`src/rtl/assert_macros.svh`:
```
// Assertion macros shared by the elevator car controller RTL.
// Both macros assume a signal named clk, and ASSERT_RST also rst_n, in the including module.
`ifndef ASSERT_MACROS_SVH
`define ASSERT_MACROS_SVH

`ifndef SYNTHESIS

// Check a property on every clock edge outside reset.
`define ASSERT_RST(lbl, prop, msg) \
    lbl: assert property (@(posedge clk) disable iff (!rst_n) prop) else $error(msg);

// Check a property on every clock edge, reset included.
`define ASSERT_ALWAYS(lbl, prop, msg) \
    lbl: assert property (@(posedge clk) prop) else $error(msg);

`else

`define ASSERT_RST(lbl, prop, msg)
`define ASSERT_ALWAYS(lbl, prop, msg)

`endif

`endif

```
`src/rtl/ecdc_pkg.sv`:
```
// Package for the elevator car controller: widths, codes, reset values,
// structs and small helper functions. No dependencies.
package ecdc_pkg;

    localparam int FLOOR_COUNT_DEF = 16;
    localparam int FLOOR_W         = 4;
    localparam int TMR_W           = 16;
    localparam int LOAD_W          = 10;
    localparam int CNT_W           = 4;
    localparam int CFG_IDX_W       = 3;
    localparam int CFG_DATA_W      = 16;

    // Timer slots, in the order their expiries are handled on a tick
    localparam int TMR_MOVE  = 0;
    localparam int TMR_OPEN  = 1;
    localparam int TMR_DWELL = 2;
    localparam int TMR_CLOSE = 3;
    localparam int TMR_WIN   = 4;
    localparam int TMR_NUM   = 5;

    localparam logic [CNT_W-1:0] OBST_ALERT_MIN = 4'd3;
    localparam logic [CNT_W-1:0] OBST_MAX       = 4'd15;

    // Register reset values
    localparam logic [TMR_W-1:0]  FLOOR_TICKS_RST  = 16'd3000;
    localparam logic [TMR_W-1:0]  OPEN_TICKS_RST   = 16'd3000;
    localparam logic [TMR_W-1:0]  DWELL_TICKS_RST  = 16'd10000;
    localparam logic [TMR_W-1:0]  CLOSE_TICKS_RST  = 16'd5000;
    localparam logic [TMR_W-1:0]  WINDOW_TICKS_RST = 16'd40000;
    localparam logic [LOAD_W-1:0] PASS_WEIGHT_RST  = 10'd75;
    localparam logic [LOAD_W-1:0] OVER_LIMIT_RST   = 10'd300;

    typedef enum logic [CFG_IDX_W-1:0] {
        CFG_FLOOR_TICKS  = 3'd0,
        CFG_OPEN_TICKS   = 3'd1,
        CFG_DWELL_TICKS  = 3'd2,
        CFG_CLOSE_TICKS  = 3'd3,
        CFG_WINDOW_TICKS = 3'd4,
        CFG_PASS_WEIGHT  = 3'd5,
        CFG_OVER_LIMIT   = 3'd6
    } cfg_idx_t;

    typedef enum logic [2:0] {
        FUNC_FLOOR_CMD = 3'd0,
        FUNC_TICK      = 3'd1,
        FUNC_OBSTACLE  = 3'd2,
        FUNC_CLOSE_BTN = 3'd3,
        FUNC_EMERGENCY = 3'd4
    } func_t;

    typedef enum logic [2:0] {
        MODE_IDLE   = 3'd0,
        MODE_REQ    = 3'd1,
        MODE_PICKUP = 3'd2,
        MODE_OVER   = 3'd3,
        MODE_FIRE   = 3'd4,
        MODE_OUTAGE = 3'd5
    } mode_t;

    typedef enum logic [1:0] {
        DOOR_CLOSED  = 2'd0,
        DOOR_OPENING = 2'd1,
        DOOR_OPEN    = 2'd2,
        DOOR_CLOSING = 2'd3
    } door_t;

    typedef struct packed {
        logic [TMR_W-1:0]  floor_ticks;
        logic [TMR_W-1:0]  open_ticks;
        logic [TMR_W-1:0]  dwell_ticks;
        logic [TMR_W-1:0]  close_ticks;
        logic [TMR_W-1:0]  window_ticks;
        logic [LOAD_W-1:0] passenger_weight;
        logic [LOAD_W-1:0] overload_limit;
    } cfg_t;

    typedef struct packed {
        logic [FLOOR_W-1:0]              floor_now;
        logic [FLOOR_W-1:0]              floor_goal;
        mode_t                           car_mode;
        logic                            doors_are_open;
        logic                            obstacle_seen;
        logic [CNT_W-1:0]                obstacle_count;
        logic [LOAD_W-1:0]               car_load;
        logic [TMR_NUM-1:0][TMR_W-1:0]   tmr;
    } state_t;

    typedef struct packed {
        logic [FLOOR_W-1:0] current_floor;
        logic [FLOOR_W-1:0] target_floor;
        logic [2:0]         mode;
        logic [1:0]         door_status;
        logic               floor_passed;
        logic               reached_target;
        logic               door_opened;
        logic               door_closed;
        logic               obstacle_alert;
        logic               became_idle;
        logic [LOAD_W-1:0]  load;
    } res_t;

    // A zero period starts a timer as if it were one tick
    function automatic logic [TMR_W-1:0] tmr_period(input logic [TMR_W-1:0] p);
        return (p == '0) ? TMR_W'(1) : p;
    endfunction

    function automatic logic is_emergency(input mode_t m);
        return (m == MODE_FIRE) || (m == MODE_OUTAGE);
    endfunction

endpackage

```
`src/rtl/ecdc_if.sv`:
```
// Channel interfaces of the elevator car controller: event words in,
// status words out. Depends on ecdc_pkg.
interface ecdc_evt_if
    import ecdc_pkg::*;
();
    logic               valid;
    logic               ready;
    logic [2:0]         func;
    logic [FLOOR_W-1:0] request_floor;
    logic               pickup;
    logic               emergency_kind;

    modport source (output valid, func, request_floor, pickup, emergency_kind,
                    input ready);
    modport sink   (input valid, func, request_floor, pickup, emergency_kind,
                    output ready);
endinterface

interface ecdc_res_if
    import ecdc_pkg::*;
();
    logic               valid;
    logic               ready;
    logic [FLOOR_W-1:0] current_floor;
    logic [FLOOR_W-1:0] target_floor;
    logic [2:0]         mode;
    logic [1:0]         door_status;
    logic               floor_passed;
    logic               reached_target;
    logic               door_opened;
    logic               door_closed;
    logic               obstacle_alert;
    logic               became_idle;
    logic [LOAD_W-1:0]  load;

    modport source (output valid, current_floor, target_floor, mode, door_status,
                    floor_passed, reached_target, door_opened, door_closed,
                    obstacle_alert, became_idle, load,
                    input ready);
    modport sink   (input valid, current_floor, target_floor, mode, door_status,
                    floor_passed, reached_target, door_opened, door_closed,
                    obstacle_alert, became_idle, load,
                    output ready);
endinterface

```
`src/rtl/ecdc_cfg.sv`:
```
// Configuration register bank of the elevator car controller.
// Depends on ecdc_pkg.
module ecdc_cfg
    import ecdc_pkg::*;
(
    input  logic                  clk,
    input  logic                  rst_n,
    input  logic                  cfg_we,
    input  logic [CFG_IDX_W-1:0]  cfg_index,
    input  logic [CFG_DATA_W-1:0] cfg_data,
    output cfg_t                  cfg
);

    cfg_t cfg_reg;
    cfg_t cfg_next;

    // Decode the register index; unknown indexes write nothing
    always_comb
    begin
        cfg_next = cfg_reg;
        if (cfg_we)
        begin
            case (cfg_index)
                CFG_FLOOR_TICKS:  cfg_next.floor_ticks      = cfg_data[TMR_W-1:0];
                CFG_OPEN_TICKS:   cfg_next.open_ticks       = cfg_data[TMR_W-1:0];
                CFG_DWELL_TICKS:  cfg_next.dwell_ticks      = cfg_data[TMR_W-1:0];
                CFG_CLOSE_TICKS:  cfg_next.close_ticks      = cfg_data[TMR_W-1:0];
                CFG_WINDOW_TICKS: cfg_next.window_ticks     = cfg_data[TMR_W-1:0];
                CFG_PASS_WEIGHT:  cfg_next.passenger_weight = cfg_data[LOAD_W-1:0];
                CFG_OVER_LIMIT:   cfg_next.overload_limit   = cfg_data[LOAD_W-1:0];
                default:          cfg_next = cfg_reg;
            endcase
        end
    end

    // Hold the registers, load defaults at reset
    always_ff @(posedge clk or negedge rst_n)
    begin
        if (!rst_n)
        begin
            cfg_reg.floor_ticks      <= FLOOR_TICKS_RST;
            cfg_reg.open_ticks       <= OPEN_TICKS_RST;
            cfg_reg.dwell_ticks      <= DWELL_TICKS_RST;
            cfg_reg.close_ticks      <= CLOSE_TICKS_RST;
            cfg_reg.window_ticks     <= WINDOW_TICKS_RST;
            cfg_reg.passenger_weight <= PASS_WEIGHT_RST;
            cfg_reg.overload_limit   <= OVER_LIMIT_RST;
        end
        else
        begin
            cfg_reg <= cfg_next;
        end
    end

    assign cfg = cfg_reg;

endmodule

```
`src/rtl/ecdc_core.sv`:
```
// Car and door state of the elevator controller with its one-pass update
// for each event word. Depends on ecdc_pkg and assert_macros.svh.
`include "assert_macros.svh"

module ecdc_core
    import ecdc_pkg::*;
#(
    parameter int FLOOR_COUNT = FLOOR_COUNT_DEF
)
(
    input  logic               clk,
    input  logic               rst_n,
    input  logic               step,
    input  logic [2:0]         func,
    input  logic [FLOOR_W-1:0] request_floor,
    input  logic               pickup,
    input  logic               emergency_kind,
    input  cfg_t               cfg,
    output res_t               res
);

    // Highest reachable floor; requests above it saturate
    localparam logic [FLOOR_W-1:0] TOP_FLOOR =
        (FLOOR_COUNT > (1 << FLOOR_W)) ? {FLOOR_W{1'b1}} : FLOOR_W'(FLOOR_COUNT - 1);

    state_t             state_reg;
    state_t             state_next;
    logic [TMR_NUM-1:0] fired;
    logic               f_passed;
    logic               f_reached;
    logic               f_opened;
    logic               f_closed;
    logic               f_alert;
    logic               f_idle;
    logic [1:0]         door_status;

    // Apply one event word; handlers run in the fixed expiry order
    always_comb
    begin
        state_next = state_reg;
        fired      = '0;
        f_passed   = 1'b0;
        f_reached  = 1'b0;
        f_opened   = 1'b0;
        f_closed   = 1'b0;
        f_alert    = 1'b0;
        f_idle     = 1'b0;

        case (func)
            FUNC_FLOOR_CMD:
            begin
                if (is_emergency(state_next.car_mode))
                begin
                    if (!(state_next.doors_are_open && !state_next.obstacle_seen))
                        state_next.tmr[TMR_OPEN] = tmr_period(cfg.open_ticks);
                end
                else
                begin
                    state_next.floor_goal = (request_floor > TOP_FLOOR) ? TOP_FLOOR
                                                                        : request_floor;
                    state_next.car_mode   = pickup ? MODE_PICKUP : MODE_REQ;
                    if (!state_next.doors_are_open &&
                        (state_next.floor_now != state_next.floor_goal))
                        state_next.tmr[TMR_MOVE] = tmr_period(cfg.floor_ticks);
                end
            end

            FUNC_TICK:
            begin
                // Count every running timer down and flag the ones that run out
                for (int t = 0; t < TMR_NUM; t++)
                begin
                    if (state_next.tmr[t] != '0)
                    begin
                        state_next.tmr[t] = state_next.tmr[t] - TMR_W'(1);
                        fired[t]          = (state_next.tmr[t] == '0);
                    end
                end

                // Floor move period ended
                if (fired[TMR_MOVE])
                begin
                    if (is_emergency(state_next.car_mode))
                    begin
                        state_next.tmr[TMR_MOVE] = '0;
                    end
                    else
                    begin
                        if (state_next.floor_now < state_next.floor_goal)
                        begin
                            state_next.floor_now = state_next.floor_now + FLOOR_W'(1);
                            f_passed             = 1'b1;
                        end
                        else if (state_next.floor_now > state_next.floor_goal)
                        begin
                            state_next.floor_now = state_next.floor_now - FLOOR_W'(1);
                            f_passed             = 1'b1;
                        end
                        if (state_next.floor_now == state_next.floor_goal)
                        begin
                            f_reached                = 1'b1;
                            state_next.tmr[TMR_MOVE] = '0;
                            if (!(state_next.doors_are_open && !state_next.obstacle_seen))
                            begin
                                state_next.tmr[TMR_OPEN] = tmr_period(cfg.open_ticks);
                                fired[TMR_OPEN]          = 1'b0;
                            end
                        end
                        else
                        begin
                            state_next.tmr[TMR_MOVE] = tmr_period(cfg.floor_ticks);
                        end
                    end
                end

                // Doors finished opening: board or unboard, then start dwell unless newly overloaded or in emergency
                if (fired[TMR_OPEN])
                begin
                    state_next.tmr[TMR_OPEN]  = '0;
                    state_next.doors_are_open = 1'b1;
                    f_opened                  = 1'b1;
                    if (state_next.car_mode == MODE_PICKUP)
                    begin
                        if (state_next.car_load == '0)
                        begin
                            state_next.car_load = cfg.passenger_weight;
                            if (state_next.car_load >= cfg.overload_limit)
                                state_next.car_mode = MODE_OVER;
                        end
                    end
                    else if (state_next.car_mode == MODE_REQ)
                    begin
                        state_next.car_load =
                            (state_next.car_load >= cfg.passenger_weight)
                                ? state_next.car_load - cfg.passenger_weight : '0;
                        if (state_next.car_load < cfg.overload_limit)
                            state_next.car_mode = MODE_IDLE;
                    end
                    if (!(f_opened && state_next.car_mode == MODE_OVER &&
                          state_reg.car_mode == MODE_PICKUP) &&
                        !is_emergency(state_next.car_mode))
                    begin
                        state_next.tmr[TMR_DWELL] = tmr_period(cfg.dwell_ticks);
                        fired[TMR_DWELL]          = 1'b0;
                    end
                end

                // Dwell ran out: start closing
                if (fired[TMR_DWELL])
                begin
                    if (state_next.doors_are_open)
                    begin
                        state_next.tmr[TMR_DWELL] = '0;
                        state_next.obstacle_seen  = 1'b0;
                        state_next.tmr[TMR_CLOSE] = tmr_period(cfg.close_ticks);
                        fired[TMR_CLOSE]          = 1'b0;
                    end
                end

                // Doors finished closing, or reopen after an obstacle
                if (fired[TMR_CLOSE])
                begin
                    state_next.tmr[TMR_CLOSE] = '0;
                    if (state_next.obstacle_seen)
                    begin
                        if (!state_next.doors_are_open)
                            state_next.tmr[TMR_OPEN] = tmr_period(cfg.open_ticks);
                    end
                    else
                    begin
                        state_next.tmr[TMR_WIN]   = '0;
                        fired[TMR_WIN]            = 1'b0;
                        f_closed                  = 1'b1;
                        state_next.doors_are_open = 1'b0;
                        if ((state_next.car_mode == MODE_PICKUP) &&
                            (state_next.floor_now != state_next.floor_goal))
                            state_next.tmr[TMR_MOVE] = tmr_period(cfg.floor_ticks);
                        if ((state_next.car_mode == MODE_REQ) ||
                            is_emergency(state_next.car_mode))
                        begin
                            state_next.car_mode = MODE_IDLE;
                            f_idle              = 1'b1;
                        end
                    end
                end

                // Obstacle window ended
                if (fired[TMR_WIN])
                begin
                    state_next.tmr[TMR_WIN]   = '0;
                    f_alert                   = (state_next.obstacle_count >= OBST_ALERT_MIN);
                    state_next.obstacle_count = '0;
                end
            end

            FUNC_OBSTACLE:
            begin
                if (state_next.obstacle_count == '0)
                begin
                    state_next.obstacle_count = CNT_W'(1);
                    state_next.tmr[TMR_WIN]   = tmr_period(cfg.window_ticks);
                end
                else if (state_next.obstacle_count < OBST_MAX)
                begin
                    state_next.obstacle_count = state_next.obstacle_count + CNT_W'(1);
                end
                state_next.obstacle_seen  = 1'b1;
                state_next.tmr[TMR_DWELL] = '0;
                state_next.tmr[TMR_CLOSE] = '0;
                // Obstacle seen, so the doors always reopen
                state_next.tmr[TMR_OPEN]  = tmr_period(cfg.open_ticks);
            end

            FUNC_CLOSE_BTN:
            begin
                if (state_next.doors_are_open)
                begin
                    state_next.tmr[TMR_DWELL] = '0;
                    state_next.obstacle_seen  = 1'b0;
                    state_next.tmr[TMR_CLOSE] = tmr_period(cfg.close_ticks);
                end
            end

            FUNC_EMERGENCY:
            begin
                state_next.car_mode = emergency_kind ? MODE_OUTAGE : MODE_FIRE;
            end

            default:
            begin
                state_next = state_reg;
            end
        endcase
    end

    // Report closing over opening, opening over open or closed
    always_comb
    begin
        if (state_next.tmr[TMR_CLOSE] != '0)
            door_status = DOOR_CLOSING;
        else if (state_next.tmr[TMR_OPEN] != '0)
            door_status = DOOR_OPENING;
        else if (state_next.doors_are_open)
            door_status = DOOR_OPEN;
        else
            door_status = DOOR_CLOSED;
    end

    always_comb
    begin
        res.current_floor  = state_next.floor_now;
        res.target_floor   = state_next.floor_goal;
        res.mode           = state_next.car_mode;
        res.door_status    = door_status;
        res.floor_passed   = f_passed;
        res.reached_target = f_reached;
        res.door_opened    = f_opened;
        res.door_closed    = f_closed;
        res.obstacle_alert = f_alert;
        res.became_idle    = f_idle;
        res.load           = state_next.car_load;
    end

    // Advance the state on each accepted word
    always_ff @(posedge clk or negedge rst_n)
    begin
        if (!rst_n)
            state_reg <= '0;
        else if (step)
            state_reg <= state_next;
    end

    `ASSERT_RST(a_passed_moves, step && f_passed |=> state_reg.floor_now != $past(state_reg.floor_now), "floor_passed without a floor change")
    `ASSERT_RST(a_idle_mode, step && f_idle |=> state_reg.car_mode == MODE_IDLE, "became_idle but mode is not idle")
    `ASSERT_RST(a_load_on_tick, step && (func != FUNC_TICK) |=> $stable(state_reg.car_load), "load changed outside a tick")

endmodule

```
`src/rtl/elevator_car_door_controller_top.sv`:
```
// Top level of the elevator car and door controller.
// Depends on ecdc_pkg, ecdc_if, ecdc_cfg, ecdc_core and assert_macros.svh.
//
// Usage:
//   evt carries event words (floor command, tick, obstacle, close button,
//   emergency); res returns one status word for every event word.
//   The configuration port writes one register per cycle with cfg_we high;
//   write it only while no event word is in flight.
//   Each status word is registered as its event word is accepted and shows
//   on res in the cycle after. Throughput: one event word per cycle, set by
//   the single state update between the car state registers and the result
//   register, when res does not stall. When res is stalled, the result
//   register holds its word and evt.ready drops until the word is taken; a
//   word taken while a new one is accepted is replaced in the same cycle.
//   Reset (rst_n low) loads default timing and load registers, puts the car
//   at floor 0, idle, doors closed, empty, all timers stopped, and empties
//   the result register.
`include "assert_macros.svh"

module elevator_car_door_controller_top
    import ecdc_pkg::*;
#(
    parameter int FLOOR_COUNT = FLOOR_COUNT_DEF
)
(
    input  logic                  clk,
    input  logic                  rst_n,
    ecdc_evt_if.sink              evt,
    ecdc_res_if.source            res,
    input  logic                  cfg_we,
    input  logic [CFG_IDX_W-1:0]  cfg_index,
    input  logic [CFG_DATA_W-1:0] cfg_data
);

    cfg_t cfg;
    res_t res_word;
    res_t res_reg;
    logic res_valid_reg;
    logic res_valid_next;
    logic evt_ready;
    logic evt_accept;

    ecdc_cfg u_cfg (
        .clk       (clk),
        .rst_n     (rst_n),
        .cfg_we    (cfg_we),
        .cfg_index (cfg_index),
        .cfg_data  (cfg_data),
        .cfg       (cfg)
    );

    ecdc_core #(
        .FLOOR_COUNT (FLOOR_COUNT)
    ) u_core (
        .clk            (clk),
        .rst_n          (rst_n),
        .step           (evt_accept),
        .func           (evt.func),
        .request_floor  (evt.request_floor),
        .pickup         (evt.pickup),
        .emergency_kind (evt.emergency_kind),
        .cfg            (cfg),
        .res            (res_word)
    );

    // Take a new word whenever the result register is free or being drained
    assign evt_ready  = !res_valid_reg || res.ready;
    assign evt_accept = evt.valid && evt_ready;
    assign evt.ready  = evt_ready;

    always_comb
    begin
        res_valid_next = res_valid_reg;
        if (evt_accept)
            res_valid_next = 1'b1;
        else if (res.ready)
            res_valid_next = 1'b0;
    end

    always_ff @(posedge clk or negedge rst_n)
    begin
        if (!rst_n)
            res_valid_reg <= 1'b0;
        else
            res_valid_reg <= res_valid_next;
    end

    // Load the result word on accept, hold it otherwise
    always_ff @(posedge clk)
    begin
        if (evt_accept)
            res_reg <= res_word;
    end

    assign res.valid          = res_valid_reg;
    assign res.current_floor  = res_reg.current_floor;
    assign res.target_floor   = res_reg.target_floor;
    assign res.mode           = res_reg.mode;
    assign res.door_status    = res_reg.door_status;
    assign res.floor_passed   = res_reg.floor_passed;
    assign res.reached_target = res_reg.reached_target;
    assign res.door_opened    = res_reg.door_opened;
    assign res.door_closed    = res_reg.door_closed;
    assign res.obstacle_alert = res_reg.obstacle_alert;
    assign res.became_idle    = res_reg.became_idle;
    assign res.load           = res_reg.load;

    `ASSERT_RST(a_accept_gives_result, evt.valid && evt.ready |=> res.valid, "accepted word produced no result")
    `ASSERT_RST(a_ready_when_empty, !res.valid |-> evt.ready, "input stalled with empty result register")
    `ASSERT_RST(a_drain_empties, res.valid && res.ready && !evt.valid |=> !res.valid, "result repeated after being taken")

endmodule
```
`src/flat_wrapper.sv`:
```
// flat-port wrapper written by rule: the top's interface ports become plain ports
module elevator_car_door_controller_top_flat import ecdc_pkg::*;
#(
    parameter int FLOOR_COUNT = FLOOR_COUNT_DEF
)
  (clk, rst_n, cfg_we, cfg_index, cfg_data, evt_valid, evt_func, evt_request_floor, evt_pickup, evt_emergency_kind, evt_ready, res_valid, res_current_floor, res_target_floor, res_mode, res_door_status, res_floor_passed, res_reached_target, res_door_opened, res_door_closed, res_obstacle_alert, res_became_idle, res_load, res_ready);
  ecdc_evt_if evt_i ();
  ecdc_res_if res_i ();
  input  logic clk;
  input  logic rst_n;
  input  logic cfg_we;
  input  logic [CFG_IDX_W-1:0] cfg_index;
  input  logic [CFG_DATA_W-1:0] cfg_data;
  input wire logic [$bits(evt_i.valid)-1:0] evt_valid;
  input wire logic [$bits(evt_i.func)-1:0] evt_func;
  input wire logic [$bits(evt_i.request_floor)-1:0] evt_request_floor;
  input wire logic [$bits(evt_i.pickup)-1:0] evt_pickup;
  input wire logic [$bits(evt_i.emergency_kind)-1:0] evt_emergency_kind;
  output wire logic [$bits(evt_i.ready)-1:0] evt_ready;
  output wire logic [$bits(res_i.valid)-1:0] res_valid;
  output wire logic [$bits(res_i.current_floor)-1:0] res_current_floor;
  output wire logic [$bits(res_i.target_floor)-1:0] res_target_floor;
  output wire logic [$bits(res_i.mode)-1:0] res_mode;
  output wire logic [$bits(res_i.door_status)-1:0] res_door_status;
  output wire logic [$bits(res_i.floor_passed)-1:0] res_floor_passed;
  output wire logic [$bits(res_i.reached_target)-1:0] res_reached_target;
  output wire logic [$bits(res_i.door_opened)-1:0] res_door_opened;
  output wire logic [$bits(res_i.door_closed)-1:0] res_door_closed;
  output wire logic [$bits(res_i.obstacle_alert)-1:0] res_obstacle_alert;
  output wire logic [$bits(res_i.became_idle)-1:0] res_became_idle;
  output wire logic [$bits(res_i.load)-1:0] res_load;
  input wire logic [$bits(res_i.ready)-1:0] res_ready;
  assign evt_i.valid = evt_valid;
  assign evt_i.func = evt_func;
  assign evt_i.request_floor = evt_request_floor;
  assign evt_i.pickup = evt_pickup;
  assign evt_i.emergency_kind = evt_emergency_kind;
  assign evt_ready = evt_i.ready;
  assign res_valid = res_i.valid;
  assign res_current_floor = res_i.current_floor;
  assign res_target_floor = res_i.target_floor;
  assign res_mode = res_i.mode;
  assign res_door_status = res_i.door_status;
  assign res_floor_passed = res_i.floor_passed;
  assign res_reached_target = res_i.reached_target;
  assign res_door_opened = res_i.door_opened;
  assign res_door_closed = res_i.door_closed;
  assign res_obstacle_alert = res_i.obstacle_alert;
  assign res_became_idle = res_i.became_idle;
  assign res_load = res_i.load;
  assign res_i.ready = res_ready;
  elevator_car_door_controller_top #(.FLOOR_COUNT(FLOOR_COUNT)) u_core (.clk(clk), .rst_n(rst_n), .evt(evt_i), .res(res_i), .cfg_we(cfg_we), .cfg_index(cfg_index), .cfg_data(cfg_data));
endmodule
```
`config.mk`:
```
export PLATFORM = sky130hd
export DESIGN_NAME = elevator_car_door_controller_top_flat
export DESIGN_NICKNAME = d
export VERILOG_FILES = /design/src/rtl/ecdc_pkg.sv /design/src/rtl/ecdc_if.sv /design/src/rtl/ecdc_cfg.sv /design/src/rtl/ecdc_core.sv /design/src/rtl/elevator_car_door_controller_top.sv /design/src/flat_wrapper.sv
export VERILOG_INCLUDE_DIRS = /design/src /design/src/rtl
export SDC_FILE = /design/constraint.sdc
export NUM_CORES = 1
export LEC_CHECK = 0
export ABC_AREA = 1
export BUFFER_PORTS_ARGS = -buffer_cell sky130_fd_sc_hd__buf_2
export CORE_UTILIZATION = 30
export DETAILED_ROUTE_END_ITERATION = 7
export GPL_TIMING_DRIVEN = 0
export HOLD_SLACK_MARGIN = 0.05
export PLACE_DENSITY = 0.46
export SLEW_MARGIN = 40
export SYNTH_ARGS = -nofsm -noshare
export SYNTH_HDL_FRONTEND = slang
export SYNTH_SLANG_ARGS = --single-unit
```
`constraint.sdc`:
```
create_clock -name clk -period 4.8 [get_ports clk]
set_input_delay 0.72 -clock clk [delete_from_list [all_inputs] [get_ports clk]]
set_output_delay 0.72 -clock clk [all_outputs]
set_load 0.1 [all_outputs]
```
==> metrics <==
result of the run finished clean; Worst Setup Start Kind flip-flop; detailed-router iteration count before antenna repair 5; post-DR wirelength/cell 18.3 microns; R2R cell count 22; placed instance count 2,963; post-detail-place hpwl 41.9 mm; buffer depth of the longest clock path 3; total cell area at the placement stage 0.0171 sq mm; average cell area after synthesis 7.15 sq um; count of final setup violators 0; worst hold stages 4; DRC 0; worst setup skew after layout 0.0155 ns; leading cell types in the layout, fill and taps excluded 512 x sky130_fd_sc_hd__nand2_1, 297 x sky130_fd_sc_hd__inv_1, 275 x sky130_fd_sc_hd__o21ai_0; count of antenna diodes in the layout 0; count of state elements after synthesis 237; final max-slew violation count 0; final routed wirelength across all metal layers 55.4 mm; fin crit period 4.46 ns; flip-flop cell with the highest count after synthesis sky130_fd_sc_hd__dfrtp_1; met1 Track Usage GR 28.2%; critical path peak fanout 10; CTS Buf Count 31; number of vias in the routed layout 15,400; source-to-sink clock delay at the later pin of the worst-skew pair 0.60 ns; slew at the pin with the worst max-slew slack 0.831 ns; cell count after synthesis 2,216; Nets 2,405; fill count 5,513; clk slew on worst S/H paths 0.06 ns; growth of design area from synthesis to finish 15.4%; endpoint arrival time on the critical path 4.81 ns; number of warning messages in the yosys log 0; worst slew margin relative to its limit 44.6%; Final Cell Area 0.0183 sq mm; part of the Yosys area used for sequential elements 38.6%; total routing usage reported by global routing 20.4%; Lkg Pwr 8.40 nW; number of ports placed on the die boundary 64; synth unique cells 59; number of hold violations in the final report 0; total congestion overflow after global routing 0; core area 0.0517 sq mm; cell area power density 527 mW/mm^2; Die X-Extent 232 microns; vias in the first global route 14,900; maxcap violations 0; share of synthesized flip-flops with an asynchronous set or reset 87.8%; count of input and output buffers 63; die height 232 microns; wire length of the first global-routing pass 85.7 mm; number of antenna violations at the first check in global routing 4; VDD IR-drop max 0.192 mV; flip-flop count of the largest register, all copies and words added 107; Netlist Area Pre-Place 0.0158 sq mm; clock root buffer sky130_fd_sc_hd__clkbuf_16; Setup Total Neg Slack 0 ns; Die Area 0.0537 sq mm; largest net degree at the start of global routing 70; critical path data required time 5.15 ns; H-tree depth 1; met2 track demand over resource in global routing 32.7%; number of nets still failing antenna checks after routing 0; global-route layer with the greatest usage met2; initial detailed-routing violation count 1,340; worst min-delay path category in2reg; Starting Density 30.6%; crit path capture type flip-flop; overall power consumption 9.64 mW; unrepaired setup endpoints after global routing no; Global Route met3 Usage 2.47%; proportion of layout cells with a drive suffix above 1 9.68%; # clock sinks 237; timing-limited maximum frequency 0.224 GHz; Mapped Nets 2,300; final instance count without filler cells 3,025; number of synthesized flops with an enable pin 29; leading cell type in the layout, fill and taps excluded sky130_fd_sc_hd__nand2_1; count of standard-cell rows 83; final weighted congestion of routability-driven global placement 0.895; clock tree from TritonCTS done; via/cell ratio 5.09; final worst-path cycle share 92.9%; Final Util 35.4%; CP Class reg2reg
## cell type report
type / instances / area, sq um / share of cell area, %
Sequential cell: 237 / 6120 / 33.5
Clock buffer: 44 / 948 / 5.19
Tap cell: 680 / 851 / 4.65
Inverter: 307 / 1150 / 6.30
Multi-Input combinational cell: 1595 / 8290 / 45.3
Clock inverter: 13 / 124 / 0.677
Timing Repair Buffer: 72 / 480 / 2.63
Buffer: 77 / 325 / 1.78
## synth_stat cells (9+ instances only)
library cell	instances	area share [%]
sky130_fd_sc_hd__a21oi_1	70	2.2
sky130_fd_sc_hd__a22oi_1	28	1.3
sky130_fd_sc_hd__a31oi_1	18	0.71
sky130_fd_sc_hd__clkbuf_1	64	1.5
sky130_fd_sc_hd__dfrtp_1	171	27
sky130_fd_sc_hd__dfstp_2	37	6.1
sky130_fd_sc_hd__edfxtp_1	29	5.5
sky130_fd_sc_hd__ha_1	50	3.9
sky130_fd_sc_hd__inv_1	298	7.1
sky130_fd_sc_hd__nand2_1	512	12
sky130_fd_sc_hd__nand3_1	152	4.8
sky130_fd_sc_hd__nand4_1	35	1.4
sky130_fd_sc_hd__nor2_1	200	4.7
sky130_fd_sc_hd__nor2_2	9	0.36
sky130_fd_sc_hd__nor3_1	41	1.3
sky130_fd_sc_hd__nor4_1	27	1.1
sky130_fd_sc_hd__o21ai_0	277	8.8
sky130_fd_sc_hd__o21ai_1	15	0.47
sky130_fd_sc_hd__o22ai_1	15	0.59
sky130_fd_sc_hd__xnor2_1	11	0.61
sky130_fd_sc_hd__xor2_1	56	3.1
## layer usage
metal / vias to the layer above / routed length, microns
met4: 2 / 1800
met2: 465 / 24900
li1: 7529 / -
met5: - / 13
met1: 7316 / 25800
met3: 95 / 2960
## where the power goes
part           internal, mW  switching, mW
clock                  1.44          0.999
sequential             2.56          0.557
combinational          1.38           2.71
## path summary, 6_finish.rpt
path | startpoint | end | slack, ns
hold / removal | res_ready | u_core.res.valid | 0.41
hold reg to reg | u_core.u_cfg.cfg[4] | u_core.u_cfg.cfg[4] | 0.49
min in group asynchronous | rst_n | u_core.u_core.state_reg[66] | 0.59
setup reg to reg | u_core.u_core.state_reg[103] | u_core.res.door_status[1] | 0.34
max in group asynchronous | rst_n | u_core.u_cfg.cfg[39] | 3.16
setup / recovery | u_core.u_core.state_reg[103] | u_core.res.door_status[1] | 0.34
## metrics by stage
| stage | setup slack [ns] | hold WS, ns |
|---|---|---|
| after global placement | -0.809 | 0.472 |
| final | 0.343 | 0.407 |
| after floorplan | 0.913 | 0.424 |
| after detailed placement | 0.0900 | 0.474 |
| after global routing | 0.0341 | 0.451 |
| after CTS | 0.0592 | 0.382 |
## repair_timing
item	4_1_cts	5_1_grt
endpoints found under the hold margin	24	0
setup endpoints to repair	0	18
hold buffers	1	0
gates resized for setup	0	15
buffers inserted	0	4
## critical path: stages, from the launching register on
cell and delay (ns):
sky130_fd_sc_hd__dfrtp_1 0.36, sky130_fd_sc_hd__clkbuf_2 0.19, sky130_fd_sc_hd__inv_1 0.12, sky130_fd_sc_hd__ha_1 0.28, sky130_fd_sc_hd__nand2_1 0.04, sky130_fd_sc_hd__nor2_1 0.23
sky130_fd_sc_hd__inv_1 0.10, sky130_fd_sc_hd__nand3_1 0.11, sky130_fd_sc_hd__nand3_1 0.10, sky130_fd_sc_hd__nand2_1 0.06, sky130_fd_sc_hd__nand2_1 0.08, sky130_fd_sc_hd__nor2_2 0.37
sky130_fd_sc_hd__nand3_4 0.19, sky130_fd_sc_hd__nand2_4 0.15, sky130_fd_sc_hd__nand2_4 0.14, sky130_fd_sc_hd__nand3_4 0.16, sky130_fd_sc_hd__nand2_2 0.12, sky130_fd_sc_hd__nor2_1 0.29
sky130_fd_sc_hd__clkinv_1 0.42, sky130_fd_sc_hd__o22ai_1 0.31, sky130_fd_sc_hd__inv_1 0.17, sky130_fd_sc_hd__nand3_1 0.12, sky130_fd_sc_hd__nand2_1 0.07
## cells by family (layout without fill, tap and decap cells)
family	after synthesis	in the layout	share of synthesized area, %
XOR/XNOR	68	68	3.81
flip-flops	237	237	38.6
adder cells (fa/ha/maj)	51	51	4.08
AND/OR/NAND/NOR	1019	1019	28.3
multiplexers	3	3	0.190
AO/OA/AOI/OAI	454	454	15.7
buffers and inverters	384	513	9.27
No activity file was read; power rests on OpenSTA's default activity.
